--- config.mk ---
export PLATFORM = sky130hd
export DESIGN_NAME = process_slot_round_robin_scheduler_unit
export DESIGN_NICKNAME = d
export VERILOG_FILES = /design/src/design/prrs_pkg.sv /design/src/design/prrs_ctrl.sv /design/src/design/prrs_datapath.sv /design/src/design/process_slot_round_robin_scheduler_unit.sv
export SDC_FILE = /design/constraint.sdc
export NUM_CORES = 1
export LEC_CHECK = 0
export BUFFER_PORTS_ARGS = -buffer_cell sky130_fd_sc_hd__buf_2
export CAP_MARGIN = 10
export CORE_MARGIN = 5
export CORE_UTILIZATION = 35
export DETAILED_ROUTE_END_ITERATION = 12
export PLACE_DENSITY = 0.5
export SLEW_MARGIN = 20
export SYNTH_ARGS = -nofsm -noshare
export SYNTH_HDL_FRONTEND = slang
export SYNTH_SLANG_ARGS = --single-unit
--- constraint.sdc ---
create_clock -name clock -period 5.1 [get_ports clock]
set_input_delay 0 -clock clock [delete_from_list [all_inputs] [get_ports clock]]
set_output_delay 0 -clock clock [all_outputs]
set_load 0.005 [all_outputs]
--- src/design/prrs_pkg.sv ---
// types and constants shared by the process slot scheduler modules
// no dependencies; imported by the controller, the datapath and the top level
package prrs_pkg;

   // command codes
   localparam logic [1:0] CMD_CREATE   = 2'd0;
   localparam logic [1:0] CMD_DESTROY  = 2'd1;
   localparam logic [1:0] CMD_SCHEDULE = 2'd2;

   // slot state codes
   localparam logic [1:0] SLOT_FREE    = 2'd0;
   localparam logic [1:0] SLOT_READY   = 2'd1;
   localparam logic [1:0] SLOT_RUNNING = 2'd2;
   localparam logic [1:0] SLOT_IDLE    = 2'd3;

   // result status codes
   localparam logic [2:0] STAT_DONE  = 3'd0;
   localparam logic [2:0] STAT_FULL  = 3'd1;
   localparam logic [2:0] STAT_EMPTY = 3'd2;
   localparam logic [2:0] STAT_KEEP  = 3'd3;
   localparam logic [2:0] STAT_IDLE  = 3'd4;

   // input transaction
   typedef struct packed {
      logic [1:0] command;
      logic [7:0] slot_index;
   } req_type;

   // result transaction
   typedef struct packed {
      logic [2:0] status;
      logic [7:0] pid_out;
      logic       first_dispatch;
   } rsp_type;

   // controller to datapath commands
   typedef struct packed {
      logic clear;
      logic load;
      logic read_one;
      logic capture;
      logic scan_init;
      logic scan;
      logic demote;
      logic finish;
   } ctl_cmd_type;

   // datapath to controller status
   typedef struct packed {
      logic [1:0] op;
      logic       clear_last;
      logic       scan_done;
   } ctl_status_type;

endpackage

--- src/design/prrs_ctrl.sv ---
// sequencer for the process slot scheduler: clearing pass, reads, scan, demote, commit
// depends on prrs_pkg
module prrs_ctrl (
   input  logic                    clock,
   input  logic                    reset,
   input  logic                    req_valid,
   input  logic                    out_free,
   input  prrs_pkg::ctl_status_type status,
   output prrs_pkg::ctl_cmd_type    cmd,
   output logic                    idle
);
   import prrs_pkg::*;

   localparam logic [2:0] S_CLEAR    = 3'd0;
   localparam logic [2:0] S_IDLE     = 3'd1;
   localparam logic [2:0] S_DISPATCH = 3'd2;
   localparam logic [2:0] S_WAIT     = 3'd3;
   localparam logic [2:0] S_SCAN     = 3'd4;
   localparam logic [2:0] S_DEMOTE   = 3'd5;
   localparam logic [2:0] S_FINISH   = 3'd6;

   logic [2:0] state_ff;
   logic [2:0] state_in;

   // next state and command decode
   always_comb begin
      state_in = state_ff;
      cmd      = '0;
      case (state_ff)
         S_CLEAR: begin
            cmd.clear = 1'b1;
            if (status.clear_last) begin
               state_in = S_IDLE;
            end
         end
         S_IDLE: begin
            if (req_valid) begin
               cmd.load = 1'b1;
               state_in = S_DISPATCH;
            end
         end
         S_DISPATCH: begin
            case (status.op)
               CMD_CREATE: begin
                  cmd.scan_init = 1'b1;
                  state_in      = S_SCAN;
               end
               CMD_DESTROY, CMD_SCHEDULE: begin
                  cmd.read_one = 1'b1;
                  state_in     = S_WAIT;
               end
               default: begin
                  state_in = S_FINISH;
               end
            endcase
         end
         S_WAIT: begin
            cmd.capture = 1'b1;
            if (status.op == CMD_SCHEDULE) begin
               cmd.scan_init = 1'b1;
               state_in      = S_SCAN;
            end else begin
               state_in = S_FINISH;
            end
         end
         S_SCAN: begin
            cmd.scan = 1'b1;
            if (status.scan_done) begin
               state_in = S_DEMOTE;
            end
         end
         S_DEMOTE: begin
            cmd.demote = 1'b1;
            state_in   = S_FINISH;
         end
         S_FINISH: begin
            if (out_free) begin
               cmd.finish = 1'b1;
               state_in   = S_IDLE;
            end
         end
         default: begin
            state_in = S_IDLE;
         end
      endcase
   end

   // state register
   always_ff @(posedge clock) begin
      if (reset) begin
         state_ff <= S_CLEAR;
      end else begin
         state_ff <= state_in;
      end
   end

   assign idle = (state_ff == S_IDLE);

endmodule

--- src/design/prrs_datapath.sv ---
// slot table memory, scan counters, current task registers and result logic
// depends on prrs_pkg
module prrs_datapath #(
   parameter int SLOTS = 256
) (
   input  logic                     clock,
   input  logic                     reset,
   input  prrs_pkg::req_type        req_data,
   input  prrs_pkg::ctl_cmd_type    cmd,
   output prrs_pkg::ctl_status_type status,
   output prrs_pkg::rsp_type        result
);
   import prrs_pkg::*;

   localparam int SW = (SLOTS > 1) ? $clog2(SLOTS) : 1;
   localparam int CW = $clog2(SLOTS + 1);
   localparam logic [SW-1:0] LAST_SLOT = SW'(SLOTS - 1);
   localparam logic [CW-1:0] SCAN_LEN  = CW'(SLOTS);

   // slot table
   logic [1:0]    slot_mem_ff [SLOTS];
   logic [1:0]    rd_data_ff;
   logic [SW-1:0] rd_addr;
   logic          wr_en;
   logic [SW-1:0] wr_addr;
   logic [1:0]    wr_data;

   // latched transaction
   logic [1:0]    op_ff;
   logic [7:0]    idx_ff;

   // current task
   logic [SW-1:0] cur_slot_ff, cur_slot_in;
   logic          has_cur_ff, has_cur_in;
   logic          cur_live_ff, cur_live_in;
   logic [1:0]    tgt_state_ff;

   // scan pipeline
   logic [SW-1:0] addr_ff, addr_in;
   logic [CW-1:0] cnt_ff, cnt_in;
   logic [SW-1:0] chk_addr_ff;
   logic          chk_valid_ff, chk_valid_in;
   logic          found_ff, found_in;
   logic [SW-1:0] found_addr_ff;

   logic [SW-1:0] one_addr;
   logic [SW-1:0] scan_start;
   logic [1:0]    scan_target;
   logic          scan_issue;
   logic          hit;
   logic          live;
   logic          in_range;
   logic [SW-1:0] idx_slot;

   assign idx_slot    = SW'(idx_ff);
   assign in_range    = ({24'd0, idx_ff} < 32'(SLOTS));
   assign live        = has_cur_ff && cur_live_ff;
   assign one_addr    = (op_ff == CMD_DESTROY) ? idx_slot : cur_slot_ff;
   // create looks for the lowest free slot, schedule starts after the current one (slot 0 if none)
   assign scan_start  = (op_ff == CMD_CREATE || !has_cur_ff) ? '0 :
                        (cur_slot_ff == LAST_SLOT) ? '0 : cur_slot_ff + SW'(1);
   assign scan_target = (op_ff == CMD_CREATE) ? SLOT_FREE : SLOT_READY;
   assign scan_issue  = cmd.scan && (cnt_ff != SCAN_LEN);
   assign hit         = chk_valid_ff && (rd_data_ff == scan_target);
   assign rd_addr     = cmd.read_one ? one_addr : addr_ff;

   // status to the controller
   assign status.op         = op_ff;
   assign status.clear_last = (addr_ff == LAST_SLOT);
   assign status.scan_done  = hit || ((cnt_ff == SCAN_LEN) && !chk_valid_ff);

   // sweep address and scan bookkeeping
   always_comb begin
      addr_in      = addr_ff;
      cnt_in       = cnt_ff;
      chk_valid_in = scan_issue;
      found_in     = found_ff;
      if (cmd.scan_init) begin
         addr_in  = scan_start;
         cnt_in   = '0;
         found_in = 1'b0;
      end else if (cmd.clear || scan_issue) begin
         addr_in = (addr_ff == LAST_SLOT) ? '0 : addr_ff + SW'(1);
         cnt_in  = cnt_ff + CW'(1);
      end
      if (cmd.scan && hit) begin
         found_in = 1'b1;
      end
   end

   // memory write, current task update and result
   always_comb begin
      wr_en       = 1'b0;
      wr_addr     = addr_ff;
      wr_data     = SLOT_FREE;
      cur_slot_in = cur_slot_ff;
      has_cur_in  = has_cur_ff;
      cur_live_in = cur_live_ff;
      result      = '0;
      if (cmd.clear) begin
         wr_en = 1'b1;
      end else if (cmd.demote) begin
         // running current task goes back to ready before the switch
         if (op_ff == CMD_SCHEDULE && found_ff && live && tgt_state_ff == SLOT_RUNNING) begin
            wr_en   = 1'b1;
            wr_addr = cur_slot_ff;
            wr_data = SLOT_READY;
         end
      end else if (cmd.finish) begin
         case (op_ff)
            CMD_CREATE: begin
               if (found_ff) begin
                  wr_en          = 1'b1;
                  wr_addr        = found_addr_ff;
                  wr_data        = SLOT_READY;
                  result.status  = STAT_DONE;
                  result.pid_out = 8'(found_addr_ff);
               end else begin
                  result.status = STAT_FULL;
               end
            end
            CMD_DESTROY: begin
               result.pid_out = idx_ff;
               if (in_range && tgt_state_ff != SLOT_FREE) begin
                  wr_en         = 1'b1;
                  wr_addr       = idx_slot;
                  wr_data       = SLOT_FREE;
                  result.status = STAT_DONE;
                  if (live && cur_slot_ff == idx_slot) begin
                     cur_live_in = 1'b0;
                  end
               end else begin
                  result.status = STAT_EMPTY;
               end
            end
            CMD_SCHEDULE: begin
               if (found_ff) begin
                  wr_en                 = 1'b1;
                  wr_addr               = found_addr_ff;
                  wr_data               = SLOT_RUNNING;
                  cur_slot_in           = found_addr_ff;
                  has_cur_in            = 1'b1;
                  cur_live_in           = 1'b1;
                  result.status         = STAT_DONE;
                  result.pid_out        = 8'(found_addr_ff);
                  result.first_dispatch = !has_cur_ff;
               end else if (live && (tgt_state_ff == SLOT_RUNNING ||
                                     tgt_state_ff == SLOT_READY)) begin
                  wr_en          = 1'b1;
                  wr_addr        = cur_slot_ff;
                  wr_data        = SLOT_RUNNING;
                  result.status  = STAT_KEEP;
                  result.pid_out = 8'(cur_slot_ff);
               end else begin
                  // current slot is zero while no task was ever current
                  wr_en          = live;
                  wr_addr        = cur_slot_ff;
                  wr_data        = SLOT_IDLE;
                  result.status  = STAT_IDLE;
                  result.pid_out = 8'(cur_slot_ff);
               end
            end
            default: begin
               result = '0;
            end
         endcase
      end
   end

   // slot table port
   always_ff @(posedge clock) begin
      if (wr_en) begin
         slot_mem_ff[wr_addr] <= wr_data;
      end
      rd_data_ff <= slot_mem_ff[rd_addr];
   end

   // payload registers
   always_ff @(posedge clock) begin
      if (cmd.load) begin
         op_ff  <= req_data.command;
         idx_ff <= req_data.slot_index;
      end
      if (cmd.capture) begin
         tgt_state_ff <= rd_data_ff;
      end
      if (cmd.scan && hit && !found_ff) begin
         found_addr_ff <= chk_addr_ff;
      end
      chk_addr_ff <= addr_ff;
   end

   // control registers
   always_ff @(posedge clock) begin
      if (reset) begin
         addr_ff      <= '0;
         cnt_ff       <= '0;
         chk_valid_ff <= 1'b0;
         found_ff     <= 1'b0;
         cur_slot_ff  <= '0;
         has_cur_ff   <= 1'b0;
         cur_live_ff  <= 1'b0;
      end else begin
         addr_ff      <= addr_in;
         cnt_ff       <= cnt_in;
         chk_valid_ff <= chk_valid_in;
         found_ff     <= found_in;
         cur_slot_ff  <= cur_slot_in;
         has_cur_ff   <= has_cur_in;
         cur_live_ff  <= cur_live_in;
      end
   end

endmodule

--- src/design/process_slot_round_robin_scheduler_unit.sv ---
// top level of the process slot round robin scheduler
// depends on prrs_pkg, prrs_ctrl and prrs_datapath
//
//   channel  | ports                          | moves
//   ---------+--------------------------------+-----------------------------
//   request  | req_valid, req_stall, req_data | command and slot index
//   response | rsp_valid, rsp_stall, rsp_data | status, pid and first flag
//
// one transaction at a time; create and schedule scan the slot table, which
// reads one slot per cycle through the single memory read port, while
// destroy reads only its one slot. after reset a clearing pass writes every
// slot free with req_stall high. a result waits in the output register
// under rsp_stall; the next request is taken while it waits.
module process_slot_round_robin_scheduler_unit #(
   parameter int SLOTS = 256
) (
   input  logic              clock,
   input  logic              reset,
   input  logic              req_valid,
   output logic              req_stall,
   input  prrs_pkg::req_type req_data,
   output logic              rsp_valid,
   input  logic              rsp_stall,
   output prrs_pkg::rsp_type rsp_data
);
   import prrs_pkg::*;

   ctl_cmd_type    ctl_cmd;
   ctl_status_type ctl_status;
   rsp_type        result;
   logic           ctl_idle;
   logic           out_free;
   logic           rsp_valid_ff, rsp_valid_in;
   rsp_type        rsp_data_ff;

   assign out_free  = !rsp_valid_ff || !rsp_stall;
   assign req_stall = !ctl_idle;

   prrs_ctrl u_ctrl (
      .clock     (clock),
      .reset     (reset),
      .req_valid (req_valid),
      .out_free  (out_free),
      .status    (ctl_status),
      .cmd       (ctl_cmd),
      .idle      (ctl_idle)
   );

   prrs_datapath #(
      .SLOTS (SLOTS)
   ) u_datapath (
      .clock    (clock),
      .reset    (reset),
      .req_data (req_data),
      .cmd      (ctl_cmd),
      .status   (ctl_status),
      .result   (result)
   );

   // output register
   always_comb begin
      rsp_valid_in = rsp_valid_ff;
      if (ctl_cmd.finish) begin
         rsp_valid_in = 1'b1;
      end else if (!rsp_stall) begin
         rsp_valid_in = 1'b0;
      end
   end

   always_ff @(posedge clock) begin
      if (reset) begin
         rsp_valid_ff <= 1'b0;
      end else begin
         rsp_valid_ff <= rsp_valid_in;
      end
   end

   always_ff @(posedge clock) begin
      if (ctl_cmd.finish) begin
         rsp_data_ff <= result;
      end
   end

   assign rsp_valid = rsp_valid_ff;
   assign rsp_data  = rsp_data_ff;

   // checks
   a_finish_needs_room: assert property (@(posedge clock) disable iff (reset)
      ctl_cmd.finish |-> out_free)
      else $error("result committed while output register held");

   a_busy_after_accept: assert property (@(posedge clock) disable iff (reset)
      (req_valid && !req_stall) |=> req_stall)
      else $error("request accepted while previous transaction in flight");

   a_finish_shows: assert property (@(posedge clock) disable iff (reset)
      ctl_cmd.finish |=> rsp_valid)
      else $error("committed result not presented");

   a_first_is_done: assert property (@(posedge clock) disable iff (reset)
      (rsp_valid && rsp_data.first_dispatch) |-> (rsp_data.status == STAT_DONE))
      else $error("first dispatch flagged on a non-dispatch result");

endmodule

==> results.md <==
* Async SR Flop Fraction at 0%
* Antenna-violating nets left at 0
* Final Critical Period at 4.55 ns
* CP Cell Sequence: inv_1 -> ha_1 -> and3_1 -> and4_1 -> mux2i_1 -> nor2_1 -> a21oi_1 -> nand4_1 -> nand2b_1 -> nor2_1
* R2R setup slack at ~0.55 ns
* Setup_tns at 0 ns
* Total routed wirelength at around 70000 um
* Arrival time at the worst endpoint at 4.84 ns
* Port Buffer Count at 27
* CP Class: flip-flop to flip-flop
* Initial antenna violation count at 2
* CTS Buffer Depth at 3
* Area grow syn2layout at 14.9%
* Syn Area/Cell at between 10 and 15 sq um
* Layout Skew at about 0.03 ns
* Tcrit/Tclk final at between 80% and 90%
* Routability cong. at between 0.8 and 0.9
* Mapped Cells at roughly 2000
* DRC violations left at 0
* Seq/Total Area, Yosys at 68.1%
* Rel. slew slack at between 20% and 30%
* DRT iter0 DRCs at around 1800
* Crit path launch type: flip-flop
* Vert. Die Dim at between 200 and 300 um
* Max_cap viols at 0
* Core Region at around 0.071 sq mm
* Leak at 10.0 nW
* Final Max Slew Viols at 0
* Fill count at 6576
* Vias per cell at between 5 and 6
* DP HPWL at between 40000 and 50000 um
* Crit path to: u_datapath.slot_mem_ff[136][0]
* Worst vdd ir at 0.000259 V
* Commonest non-fill, non-tap cell in the layout: edfxtp_1
* Final setup violation count at 0
* Die span in x at roughly 280 um
* Setup WS pre-CTS at 0.577 ns
* Crit path top cell by count: nor2_1
* CTS clk-pin slew, worst paths at ~0.060 ns
* #FFs+latches synth at between 500 and 600
* Worst r2r dst: u_datapath.slot_mem_ff[136][0]
* Num ports at 28
* Worst-path maximum fanout at 17
* Hold WS at about 0.12 ns
* Non-filler cells, final at about 3000
* FF+latch area at about 0.017 sq mm
* Critical Path Start: u_datapath.op_ff[0]
* Footprint of the multi-input gates at between 0.007 and 0.008 sq mm
* WHS Path Cells at 2
* Final Hold Fails at 0
* R2R cell count at 10
* Library cells used by synthesis at 67
* Vias at around 16000
* RSZ-0062 raised after global routing: no
* Synthesized cell area at roughly 0.025 sq mm
* Cts bufs inserted at 67
* Req. time, crit path at between 5 and 6 ns
* Post-Place Cells at 2859
* Global-route wire length before repair at roughly 100000 um
* Die area at 0.0776 sq mm
* Grt total ovfl at 0
* CTS resizes at 0
* Max incr delay on CP at approximately 0.72 ns
* Worst setup EP type: flip-flop
* Setup Buffers After CTS at 0
* Root Buffer: clkbuf_16
* Yosys warning count at 0
* Post-synth EDFFs at about 540
* Cell Pwr Density at around 420 mW/mm^2
* TritonCTS clock tree: built
* Total global-route track usage at around 17%
* RR Startpoint: u_datapath.op_ff[0]
* Fmax at ~220 MHz
* # diodes at 0
* Hold crit path type: input pin to flip-flop
* Largest net degree at the start of global routing at about 110
* Number of buffers inserted by hold repair at cts at 15
* Total Nets Final at 2019
* Routed len/inst at approximately 23 um
* Outcome: finished clean
* First drt pass iteration count at 5
* Vias in the first global route at approximately 16000
* Clock latency on the worst-skew pair at 0.61 ns
* Final worst slack at ~0.55 ns
* H-tree levels at 3
* Clk sinks at ~590
* Crit path max-delay cell type: nand2b_1
* Most frequent cells in the layout: edfxtp_1 (544), nor2_1 (318), nand2_1 (304)
* Syn nets at 1983
* Slew @ Worst Pin at approximately 1.1 ns
* Initial core utilization at between 30% and 40%
* Layout cells sized above 1 at a little over an eighth
* Standard-cell rows at 98
* Ys flop type: edfxtp_1
[worst max-delay path, delay by kind of cell, from the launching register on]
kind / cells / cell delay [ns]
buffers and inverters: 1 / 0.11
AND/OR/NAND/NOR: 6 / 2.48
adder cells (fa/ha/maj): 1 / 0.50
AO/OA/AOI/OAI: 1 / 0.39
multiplexers: 1 / 0.33
flip-flops: 1 / 0.42
[logic make-up after synthesis]
logic type | Yosys count | synth area share [%]
flops | 587 | 68.1
fa+ha+maj | 12 | 0.594
mux | 103 | 7.04
xor+xnor | 21 | 0.728
buf+inv | 160 | 2.95
simple gates | 774 | 12.9
compound gates | 300 | 7.68
[state kept, by name (all words and copies together) (netlist names)]
| signal | cells |
|---|---|
| u_datapath.found_ff | 1 |
| u_datapath.tgt_state_ff | 2 |
| u_datapath.slot_mem_ff | 512 |
| u_ctrl.state_ff | 3 |
| u_datapath.cnt_ff | 9 |
| u_datapath.found_addr_ff | 8 |
| u_datapath.addr_ff | 8 |
| rsp_data | 12 |
| u_datapath.op_ff | 2 |
| u_datapath.chk_valid_ff | 1 |
| u_datapath.cur_live_ff | 1 |
| u_datapath.chk_addr_ff | 8 |
| rsp_valid | 1 |
| u_datapath.rd_data_ff | 2 |
| u_datapath.has_cur_ff | 1 |
| u_datapath.cur_slot_ff | 8 |
| u_datapath.idx_ff | 8 |
[metrics by stage]
step	total power, mW	util [%]	cell area, sq um
after detailed placement	7.36	37.2	26600
after global routing	12.7	40.6	29000
after CTS	12.4	40.6	29000
final	12.3	40.6	29000
after global placement	7.35	37.2	26600
after floorplan	6.64	-	25300
[power breakdown]
| group | switching [mW] | total [mW] | internal, mW | leakage [nW] |
|---|---|---|---|---|
| clock network | 1.99 | 5.01 | 3.02 | 1.10 |
| logic | 1.32 | 1.88 | 0.566 | 2.37 |
| registers | 0.103 | 5.37 | 5.27 | 6.55 |
| total | 3.41 | 12.3 | 8.85 | 10.0 |
[per-layer routing]
layer / up-vias / GRT usage, % / wire [um]
li1: 7343 / - / -
met1: 8206 / 24.2 / 29900
met2: 574 / 28.4 / 32900
met3: 108 / 3.40 / 5200
met4: 0 / 4.77 / 1660
met5: - / 0 / 0
[how the worst min path moves through the flow]
stage | endpoint | slack, ns | from
2_1_floorplan | u_datapath.idx_ff[0] | 0.1 | req_data[0]
3_3_place_gp | u_datapath.idx_ff[3] | 0.18 | req_data[3]
3_5_place_dp | u_datapath.op_ff[0] | 0.18 | req_data[8]
4_1_cts | u_datapath.idx_ff[4] | 0.08 | req_data[4]
5_1_grt | u_datapath.idx_ff[6] | 0.09 | req_data[6]
6_report | u_datapath.idx_ff[6] | 0.12 | req_data[6]
[Yosys cell counts, types with 11 or more instances]
| cell type | number | area share, % |
|---|---|---|
| edfxtp_1 | 544 | 65 |
| nor2_1 | 318 | 4.7 |
| nand2_1 | 304 | 4.5 |
| a21oi_1 | 153 | 3.0 |
| clkbuf_1 | 91 | 1.4 |
| mux4_2 | 58 | 5.2 |
| a2111oi_0 | 56 | 1.9 |
| dfxtp_1 | 43 | 3.4 |
| mux2i_1 | 39 | 1.5 |
| nor3_1 | 39 | 0.77 |
| nand3_1 | 29 | 0.57 |
| inv_1 | 25 | 0.37 |
| buf_2 | 20 | 0.40 |
| nand2b_1 | 15 | 0.37 |
| buf_6 | 12 | 0.53 |
| ha_1 | 12 | 0.59 |
| nand4_1 | 11 | 0.27 |
| o21ai_0 | 11 | 0.22 |
| o22ai_1 | 11 | 0.27 |
| xnor2_1 | 11 | 0.38 |
[layout make-up]
cell class	instances	share of cell area [%]
Sequential cell	587	59.2
Multi-Input combinational cell	1210	25.4
Clock buffer	81	6.10
Tap cell	950	4.09
Timing Repair Buffer	102	3.01
Clock inverter	41	1.82
Inverter	25	0.323
No activity file was read; power rests on OpenSTA's default activity.
